==> src/rtl/core/pts_pkg.sv <==
// Shared types, widths and status codes for the priority task scheduler.
`timescale 1ns / 1ps
`default_nettype none

package pts_pkg;

   localparam int TASK_SLOTS_DEF = 16;

   localparam int ID_W     = 8;
   localparam int PRIO_W   = 8;
   localparam int TIME_W   = 32;
   localparam int BURST_W  = 16;
   localparam int STATUS_W = 3;

   // result status codes
   localparam logic [STATUS_W-1:0] ST_STORED = 3'd0;
   localparam logic [STATUS_W-1:0] ST_FULL   = 3'd1;
   localparam logic [STATUS_W-1:0] ST_IDLE   = 3'd2;
   localparam logic [STATUS_W-1:0] ST_RAN    = 3'd3;
   localparam logic [STATUS_W-1:0] ST_DONE   = 3'd4;

   // request kinds
   localparam logic OP_ARRIVE = 1'b0;
   localparam logic OP_TICK   = 1'b1;

   typedef struct packed {
      logic [ID_W-1:0]    id;
      logic [PRIO_W-1:0]  prio;
      logic [TIME_W-1:0]  arrival;
      logic [BURST_W-1:0] burst;
      logic [BURST_W-1:0] remaining;
   } slot_entry_type;

   // one scanned slot as seen by the picker
   typedef struct packed {
      logic               vld;
      logic [PRIO_W-1:0]  prio;
      logic [TIME_W-1:0]  age;
   } cand_type;

endpackage

`default_nettype wire

==> src/rtl/core/pts_picker.sv <==
// Running best-slot selection over a slot scan in increasing slot order.
`timescale 1ns / 1ps
`default_nettype none

module pts_picker
   import pts_pkg::*;
#(
   parameter int TASK_SLOTS = TASK_SLOTS_DEF
) (
   input  wire logic                          clock,
   input  wire logic                          reset,
   input  wire logic                          clear,
   input  wire logic                          cand_en,
   input  wire cand_type                      cand,
   input  wire logic [$clog2(TASK_SLOTS)-1:0] cand_slot,
   output logic                               best_found,
   output logic [PRIO_W-1:0]                  best_prio,
   output logic [$clog2(TASK_SLOTS)-1:0]      best_slot
);

   localparam int IDX_W = $clog2(TASK_SLOTS);

   logic              found_ff;
   logic [PRIO_W-1:0] prio_ff;
   logic [TIME_W-1:0] age_ff;
   logic [IDX_W-1:0]  slot_ff;
   logic              take;

   // ties on priority and age keep the earlier (lower) slot
   always_comb begin
      take = 1'b0;
      if (cand_en && cand.vld) begin
         if (!found_ff) begin
            take = 1'b1;
         end else if (cand.prio < prio_ff) begin
            take = 1'b1;
         end else if (cand.prio == prio_ff && cand.age > age_ff) begin
            take = 1'b1;
         end
      end
   end

   always_ff @(posedge clock) begin
      if (reset || clear) begin
         found_ff <= 1'b0;
      end else if (take) begin
         found_ff <= 1'b1;
      end
   end

   always_ff @(posedge clock) begin
      if (take) begin
         prio_ff <= cand.prio;
         age_ff  <= cand.age;
         slot_ff <= cand_slot;
      end
   end

   assign best_found = found_ff;
   assign best_prio  = prio_ff;
   assign best_slot  = slot_ff;

endmodule

`default_nettype wire

==> src/rtl/core/priority_task_scheduler.sv <==
// Top level of the preemptive priority task scheduler.
`timescale 1ns / 1ps
`default_nettype none

// Task table of TASK_SLOTS entries held in one synchronous RAM, with a valid
// bit per slot in flops. An arrive word walks the valid bits from slot 0 and
// stores the task in the first free slot. A tick word reads every slot once
// through the single RAM read port and feeds one priority/age comparator,
// then re-reads the chosen slot and writes it back unless the task finishes.
// One word is worked on at a time; the next is taken while the previous
// result waits in the output register. preemptive_mode resets to 1; the user
// must write it through csr_wr_en only while the block is idle, as the block
// itself does not enforce this.

module priority_task_scheduler
   import pts_pkg::*;
#(
   parameter int TASK_SLOTS = TASK_SLOTS_DEF
) (
   input  wire logic         clock,
   input  wire logic         reset,
   input  wire logic         req_tvalid,
   output logic              req_tready,
   input  wire logic [31:0]  req_tdata,   // task_id, task_priority, burst_length
   input  wire logic         req_tuser,   // op
   output logic              rsp_tvalid,
   input  wire logic         rsp_tready,
   output logic [103:0]      rsp_tdata,   // run_id, time_now, turnaround, waiting
   output logic [2:0]        rsp_tuser,   // status
   input  wire logic         csr_wr_en,
   input  wire logic         csr_wr_data  // preemptive_mode
);

   localparam int IDX_W = $clog2(TASK_SLOTS);
   localparam int CNT_W = IDX_W + 1;
   localparam logic [CNT_W-1:0] SCAN_END = CNT_W'(TASK_SLOTS);

   localparam logic [2:0] S_IDLE   = 3'd0;
   localparam logic [2:0] S_FREE   = 3'd1;
   localparam logic [2:0] S_SCAN   = 3'd2;
   localparam logic [2:0] S_DECIDE = 3'd3;
   localparam logic [2:0] S_FETCH  = 3'd4;
   localparam logic [2:0] S_WAIT   = 3'd5;
   localparam logic [2:0] S_EMIT   = 3'd6;

   // slot table
   slot_entry_type slot_mem [TASK_SLOTS];
   slot_entry_type mem_q_ff;
   slot_entry_type mem_wdata;
   logic           mem_we;
   logic           mem_re;
   logic [IDX_W-1:0] mem_waddr;
   logic [IDX_W-1:0] mem_raddr;

   logic [2:0]            state_ff, state_in;
   logic [CNT_W-1:0]      idx_ff, idx_in;
   logic [TASK_SLOTS-1:0] valid_ff, valid_in;
   logic                  run_vld_ff, run_vld_in;
   logic [IDX_W-1:0]      run_slot_ff, run_slot_in;
   logic [PRIO_W-1:0]     run_prio_ff;
   logic [TIME_W-1:0]     clock_ff, clock_in;
   logic                  preempt_ff;
   logic [IDX_W-1:0]      cur_ff, cur_in;

   logic [ID_W-1:0]       req_id_ff, req_id_in;
   logic [PRIO_W-1:0]     req_prio_ff, req_prio_in;
   logic [BURST_W-1:0]    req_burst_ff, req_burst_in;

   logic [STATUS_W-1:0]   res_status_ff, res_status_in;
   logic [ID_W-1:0]       res_id_ff, res_id_in;
   logic [TIME_W-1:0]     turn_ff, turn_in;
   logic [TIME_W-1:0]     wait_ff, wait_in;

   // scan pipeline: RAM read, then candidate register, then picker
   logic                  rd_vld_ff, rd_vld_in;
   logic [IDX_W-1:0]      rd_slot_ff, rd_slot_in;
   logic                  rd_sv_ff, rd_sv_in;
   logic                  cand_en_ff;
   cand_type              cand_ff;
   logic [IDX_W-1:0]      cand_slot_ff;
   logic                  pick_clr;

   logic                  best_found;
   logic [PRIO_W-1:0]     best_prio;
   logic [IDX_W-1:0]      best_slot;

   logic                  rsp_tvalid_ff, rsp_tvalid_in;
   logic [103:0]          rsp_tdata_ff;
   logic [2:0]            rsp_tuser_ff;
   logic                  rsp_load;

   logic                  run_ok;
   logic                  accept;

   pts_picker #(
      .TASK_SLOTS (TASK_SLOTS)
   ) u_picker (
      .clock      (clock),
      .reset      (reset),
      .clear      (pick_clr),
      .cand_en    (cand_en_ff),
      .cand       (cand_ff),
      .cand_slot  (cand_slot_ff),
      .best_found (best_found),
      .best_prio  (best_prio),
      .best_slot  (best_slot)
   );

   assign req_tready = (state_ff == S_IDLE);
   assign accept     = req_tvalid && req_tready;
   assign run_ok     = run_vld_ff && valid_ff[run_slot_ff];

   always_comb begin
      state_in      = state_ff;
      idx_in        = idx_ff;
      valid_in      = valid_ff;
      run_vld_in    = run_vld_ff;
      run_slot_in   = run_slot_ff;
      clock_in      = clock_ff;
      cur_in        = cur_ff;
      req_id_in     = req_id_ff;
      req_prio_in   = req_prio_ff;
      req_burst_in  = req_burst_ff;
      res_status_in = res_status_ff;
      res_id_in     = res_id_ff;
      turn_in       = turn_ff;
      wait_in       = wait_ff;
      rd_vld_in     = 1'b0;
      rd_slot_in    = rd_slot_ff;
      rd_sv_in      = rd_sv_ff;
      pick_clr      = 1'b0;
      mem_we        = 1'b0;
      mem_re        = 1'b0;
      mem_waddr     = idx_ff[IDX_W-1:0];
      mem_raddr     = idx_ff[IDX_W-1:0];
      mem_wdata     = mem_q_ff;
      rsp_load      = 1'b0;

      case (state_ff)
         S_IDLE: begin
            if (accept) begin
               req_id_in    = req_tdata[7:0];
               req_prio_in  = req_tdata[15:8];
               req_burst_in = req_tdata[31:16];
               idx_in       = '0;
               turn_in      = '0;
               wait_in      = '0;
               if (req_tuser == OP_ARRIVE) begin
                  res_id_in = req_tdata[7:0];
                  state_in  = S_FREE;
               end else begin
                  res_id_in = '0;
                  pick_clr  = 1'b1;
                  state_in  = S_SCAN;
               end
            end
         end

         S_FREE: begin
            if (idx_ff == SCAN_END) begin
               res_status_in = ST_FULL;
               state_in      = S_EMIT;
            end else if (!valid_ff[idx_ff[IDX_W-1:0]]) begin
               mem_we            = 1'b1;
               mem_wdata.id        = req_id_ff;
               mem_wdata.prio      = req_prio_ff;
               mem_wdata.arrival   = clock_ff;
               mem_wdata.burst     = req_burst_ff;
               mem_wdata.remaining = req_burst_ff;
               valid_in[idx_ff[IDX_W-1:0]] = 1'b1;
               res_status_in = ST_STORED;
               state_in      = S_EMIT;
            end else begin
               idx_in = idx_ff + 1'b1;
            end
         end

         S_SCAN: begin
            if (idx_ff != SCAN_END) begin
               mem_re     = 1'b1;
               rd_vld_in  = 1'b1;
               rd_slot_in = idx_ff[IDX_W-1:0];
               rd_sv_in   = valid_ff[idx_ff[IDX_W-1:0]];
               idx_in     = idx_ff + 1'b1;
            end else if (!rd_vld_ff && !cand_en_ff) begin
               state_in = S_DECIDE;
            end
         end

         S_DECIDE: begin
            clock_in = clock_ff + 1'b1;
            if (run_ok) begin
               if (preempt_ff && best_found && best_prio < run_prio_ff) begin
                  cur_in = best_slot;
               end else begin
                  cur_in = run_slot_ff;
               end
               mem_re    = 1'b1;
               mem_raddr = cur_in;
               state_in  = S_FETCH;
            end else if (best_found) begin
               cur_in    = best_slot;
               mem_re    = 1'b1;
               mem_raddr = best_slot;
               state_in  = S_FETCH;
            end else begin
               run_vld_in    = 1'b0;
               res_status_in = ST_IDLE;
               state_in      = S_EMIT;
            end
         end

         S_FETCH: begin
            res_id_in = mem_q_ff.id;
            if (mem_q_ff.remaining <= BURST_W'(1)) begin
               valid_in[cur_ff] = 1'b0;
               run_vld_in       = 1'b0;
               turn_in          = clock_ff - mem_q_ff.arrival;
               res_status_in    = ST_DONE;
               state_in         = S_WAIT;
            end else begin
               mem_we              = 1'b1;
               mem_waddr           = cur_ff;
               mem_wdata.remaining = mem_q_ff.remaining - 1'b1;
               run_vld_in          = 1'b1;
               run_slot_in         = cur_ff;
               res_status_in       = ST_RAN;
               state_in            = S_EMIT;
            end
         end

         S_WAIT: begin
            wait_in  = turn_ff - TIME_W'(mem_q_ff.burst);
            state_in = S_EMIT;
         end

         S_EMIT: begin
            // hold until the output register is free
            if (!rsp_tvalid_ff || rsp_tready) begin
               rsp_load = 1'b1;
               state_in = S_IDLE;
            end
         end

         default: begin
            state_in = S_IDLE;
         end
      endcase

      rsp_tvalid_in = rsp_load || (rsp_tvalid_ff && !rsp_tready);
   end

   // control state
   always_ff @(posedge clock) begin
      if (reset) begin
         state_ff      <= S_IDLE;
         valid_ff      <= '0;
         run_vld_ff    <= 1'b0;
         run_slot_ff   <= '0;
         clock_ff      <= '0;
         preempt_ff    <= 1'b1;
         rd_vld_ff     <= 1'b0;
         cand_en_ff    <= 1'b0;
         rsp_tvalid_ff <= 1'b0;
         idx_ff        <= '0;
      end else begin
         state_ff      <= state_in;
         valid_ff      <= valid_in;
         run_vld_ff    <= run_vld_in;
         run_slot_ff   <= run_slot_in;
         clock_ff      <= clock_in;
         rd_vld_ff     <= rd_vld_in;
         cand_en_ff    <= rd_vld_ff;
         rsp_tvalid_ff <= rsp_tvalid_in;
         idx_ff        <= idx_in;
         if (csr_wr_en) begin
            preempt_ff <= csr_wr_data;
         end
      end
   end

   // payload
   always_ff @(posedge clock) begin
      cur_ff        <= cur_in;
      req_id_ff     <= req_id_in;
      req_prio_ff   <= req_prio_in;
      req_burst_ff  <= req_burst_in;
      res_status_ff <= res_status_in;
      res_id_ff     <= res_id_in;
      turn_ff       <= turn_in;
      wait_ff       <= wait_in;
      rd_slot_ff    <= rd_slot_in;
      rd_sv_ff      <= rd_sv_in;

      cand_ff.vld   <= rd_sv_ff;
      cand_ff.prio  <= mem_q_ff.prio;
      cand_ff.age   <= clock_ff - mem_q_ff.arrival;
      cand_slot_ff  <= rd_slot_ff;
      // capture the running task's priority as its slot goes by
      if (rd_vld_ff && rd_slot_ff == run_slot_ff) begin
         run_prio_ff <= mem_q_ff.prio;
      end

      if (rsp_load) begin
         rsp_tdata_ff <= {wait_ff, turn_ff, clock_ff, res_id_ff};
         rsp_tuser_ff <= res_status_ff;
      end
   end

   // slot table RAM, one write and one registered read port
   always_ff @(posedge clock) begin
      if (mem_we) begin
         slot_mem[mem_waddr] <= mem_wdata;
      end
      if (mem_re) begin
         mem_q_ff <= slot_mem[mem_raddr];
      end
   end

   assign rsp_tvalid = rsp_tvalid_ff;
   assign rsp_tdata  = rsp_tdata_ff;
   assign rsp_tuser  = rsp_tuser_ff;

endmodule

`default_nettype wire

==> config.mk <==
export PLATFORM = sky130hd
export DESIGN_NAME = priority_task_scheduler
export DESIGN_NICKNAME = d
export VERILOG_FILES = /design/src/rtl/core/pts_pkg.sv /design/src/rtl/core/pts_picker.sv /design/src/rtl/core/priority_task_scheduler.sv
export SDC_FILE = /design/constraint.sdc
export NUM_CORES = 2
export LEC_CHECK = 0
export BUFFER_PORTS_ARGS = -buffer_cell sky130_fd_sc_hd__clkbuf_2
export CELL_PAD_IN_SITES_DETAIL_PLACEMENT = 1
export CELL_PAD_IN_SITES_GLOBAL_PLACEMENT = 1
export CORE_MARGIN = 2
export CORE_UTILIZATION = 55
export DETAILED_ROUTE_END_ITERATION = 8
export GPL_ROUTABILITY_DRIVEN = 0
export PLACE_DENSITY = 0.89
export SLEW_MARGIN = 20
export SYNTH_ARGS = -nofsm -noshare
export SYNTH_HDL_FRONTEND = slang
export SYNTH_SLANG_ARGS = --single-unit
==> constraint.sdc <==
create_clock -name clock -period 20.4 [get_ports clock]
set_input_delay 3.06 -clock clock [delete_from_list [all_inputs] [get_ports clock]]
set_output_delay 3.06 -clock clock [all_outputs]
set_load 0.03 [all_outputs]
==> results.py <==
metrics = {
    "die": {
        "die_h_um": 359,
        "initial_core_util": 0.553,
        "die-area_sq_mm": 0.129,
        "core_sq_mm": 0.125,
        "row_count": 130,
        "ios": 148,
        "die_w_um": 359,
    },
    "cells_and_area": {
        "drive_gt1_frac": 0.125,
        "final_common_cell": "edfxtp_1",
        "nFillCells": 11000,
        "multi_input_area_sq_mm": 0.0165,
        "mostFrequentLayoutCells": "1,635 x edfxtp_1, 647 x mux2i_1, 322 x o22ai_1",
        "fin_cells": 6292,
        "seqCellArea_sq_mm": 0.0513,
        "num-nets-final": 4633,
        "areaGrowthSynthToFinish_pct": 11.8,
    },
    "global_route": {
        "first_global_vias": 47200,
        "grt_max_degree": 141,
        "antenna_found_initial": 18,
        "grt.overflow.total": 0,
        "grt.total_usage": 0.372,
        "grt_first_pass_wirelength_um": 340000,
    },
    "critical_path": {
        "path_max_fanout": 53,
        "setup.worst_path.end_class": "flip-flop",
        "critPathKind": "flip-flop to flip-flop",
        "cp_slowest_stage_delay_ns": 0.98,
        "cp_data_arrival_time_ns": 7.74,
        "critPathSlowestCell": "buf_4",
        "start_kind": "flip-flop",
        "crit_required_ns": 20.94,
        "crit_chain": "mux4_2 > o22ai_1 > or4b_4 > a31oi_2 > o221a_4 > buf_4 > or3b_4 > buf_4 > o22ai_1 > or4_1",
    },
    "timing": {
        "rsz0062_at_grt": "no",
        "finalSetupViolCount": 0,
        "timing.setup.tns_ns": 0,
        "fmax_ghz": 0.139,
        "drv_slew": 0,
        "fin_worst_skew_ns": 0.0453,
        "tightest_slew_ns": 1.25,
        "timing.final.crit_share": 0.353,
        "min_period_ns": 7.20,
        "maxSlewHeadroom": 0.145,
        "hold_violations": 0,
    },
    "synthesis": {
        "syn_nets": 4396,
        "yosysTopAreaCell": "edfxtp_1",
        "synth_top_area_frac": 0.709,
        "avgSynthCellArea_sq_um": 16.3,
        "ys_ff_latch": 1746,
        "ys_seq_area_frac": 0.741,
        "synth_cells": 4254,
        "synth.cell_area_sq_mm": 0.0692,
        "synthFlopType": "edfxtp_1",
        "synth-async-reset-ratio": 0,
        "ys_types": 72,
        "synth-edff-count": 1635,
        "synth_area_leaders": "edfxtp_1 71%, mux2i_1 9.4%, dfxtp_1 3.2%, o22ai_1 2.9%, ha_1 1.8%",
        "yosysWarnings": 0,
    },
    "pwr": {
        "peakVddDrop_v": 0.000163,
        "power.density_mw_per_mm2": 140,
        "power_leakage_nw": 25.9,
    },
    "clock_tree": {
        "htreeDepth": 4,
        "clk_path_buf_depth": 3,
        "cts_made_buffers": 171,
        "cts_tree": "built",
        "clkTransAtPathRegs_ns": 0.07,
        "clock_latency_ns": 0.85,
        "hold_buffers": 0,
        "cts_sinks": 1746,
        "post_cts_buffers": 0,
        "ctsRootBufferMaster": "clkbuf_16",
        "cts_resized": 0,
    },
    "run_status": {
        "status": "finished, violations left",
        "violations": "DRC",
    },
    "detailed_routing": {
        "ant_nets": 0,
        "vias": 45000,
        "viasPerCell": 7.16,
        "drc": 7,
        "drtIter0Drc": 7014,
        "routedWlPerCell_um": 38.3,
        "wl_um": 241000,
        "dr.pass1.iters": 9,
    },
    "place": {
        "dp_hpwl_um": 123000,
        "io_buffers": 147,
        "numPlacedInstances": 5962,
    },
    "hold_path": {
        "hp-class": "flip-flop to flip-flop",
    },
    "run": {
        "drv_cap": 0,
    },
}
==> report_power, final <==
group	internal [mW]	switching (mW)
clock	1.71	1.47
combinational	0.786	1.88
sequential	4.73	0.234
total	7.23	3.58
==> layer usage <==
layer	global-route usage	wire length (um)	part of all wire	vias to the layer above
met3	0.115	31600	0.13	1353
met2	0.580	110000	0.46	4419
met1	0.446	79800	0.33	22200
met5	0	185	0.00077	-
li1	-	-	-	17000
met4	0.249	18800	0.078	18
==> cell usage after synthesis, drive strengths merged (3+ instances only) <==
library cell  instances
nor3b                 6
nor2b                29
nand4                16
nand3                44
and3                 22
nor4                  7
mux2                  4
o21ai               110
ha                  101
nor3                 22
a211oi                4
o31ai                 6
or3b                  3
a21boi                3
edfxtp             1635
nand2               206
a221o                 4
o221a                 4
a21o                 37
inv                 124
mux2i               647
o211ai               14
and2                 31
o21a                 15
o221ai                3
o21bai                3
dfxtp               111
xnor2                33
buf                 143
clkbuf               58
a32oi                16
nand4b                3
or3                  17
or4                  86
xor2                 55
a31oi                 6
nand2b               25
nor2                167
or2                  10
a21oi                64
nand3b                7
o22ai               322
mux4                  7
==> logic make-up (layout without fill, tap and decap cells) <==
family	count (synthesis)	in the layout	share of synthesized area
and+or+nand+nor	705	705	0.0515
muxes	658	658	0.0965
adders and majority gates	103	103	0.0188
xor gates and xnor gates	88	88	0.0111
AOI/OAI and AO/OA	629	629	0.0573
DFF	1746	1746	0.741
buffers and inverters	325	710	0.0234
other	0	3	0
==> critical path, delay by kind of cell, from the launching register on <==
kind	cells	cell delay (ns)
buf+inv	2	1.93
simple gates	3	1.87
compound gates	4	2.03
flops	1	0.65
mux	1	0.36
==> metrics by stage <==
stage,cell area [sq um],setup slack (ns),power (mW),hold WS (ns),utilization
2_1_floorplan,69200,12.27,6.47,0.323,-
3_3_place_gp,71900,14.08,7.18,0.365,0.574
3_5_place_dp,71900,13.65,7.41,0.337,0.574
4_1_cts,77300,13.52,10.7,0.364,0.618
5_1_grt,77400,13.21,11.0,0.380,0.618
6_report,77400,13.20,10.8,0.371,0.618
==> registers in the layout, indices dropped and copies added (netlist names), 16 cells and up <==
signal / cells
slot_mem: 1280
rsp_tdata: 104
mem_q_ff: 80
cand_ff: 41
clock_ff: 32
turn_ff: 32
u_picker.age_ff: 32
wait_ff: 32
req_burst_ff: 16
valid_ff: 16
==> worst paths after layout <==
check	start	to	slack, ns	depth (start not counted)
setup / recovery	run_slot_ff[1]	mem_q_ff[10]	13.20	10
setup reg to reg	run_slot_ff[1]	mem_q_ff[10]	13.20	10
hold / removal	rd_sv_ff	cand_ff[40]	0.37	0
hold reg to reg	rd_sv_ff	cand_ff[40]	0.37	0
==> area by class of cell <==
class	instances	area share
diodes	3	0.0000970
repair buffers	265	0.0212
clock buffers	240	0.0616
flip-flops and latches	1746	0.663
multi-input cells	2183	0.213
well taps	1650	0.0267
inverters	124	0.00601
clock inverters	81	0.00821
Note: power is estimated with default switching activity, not from simulation.
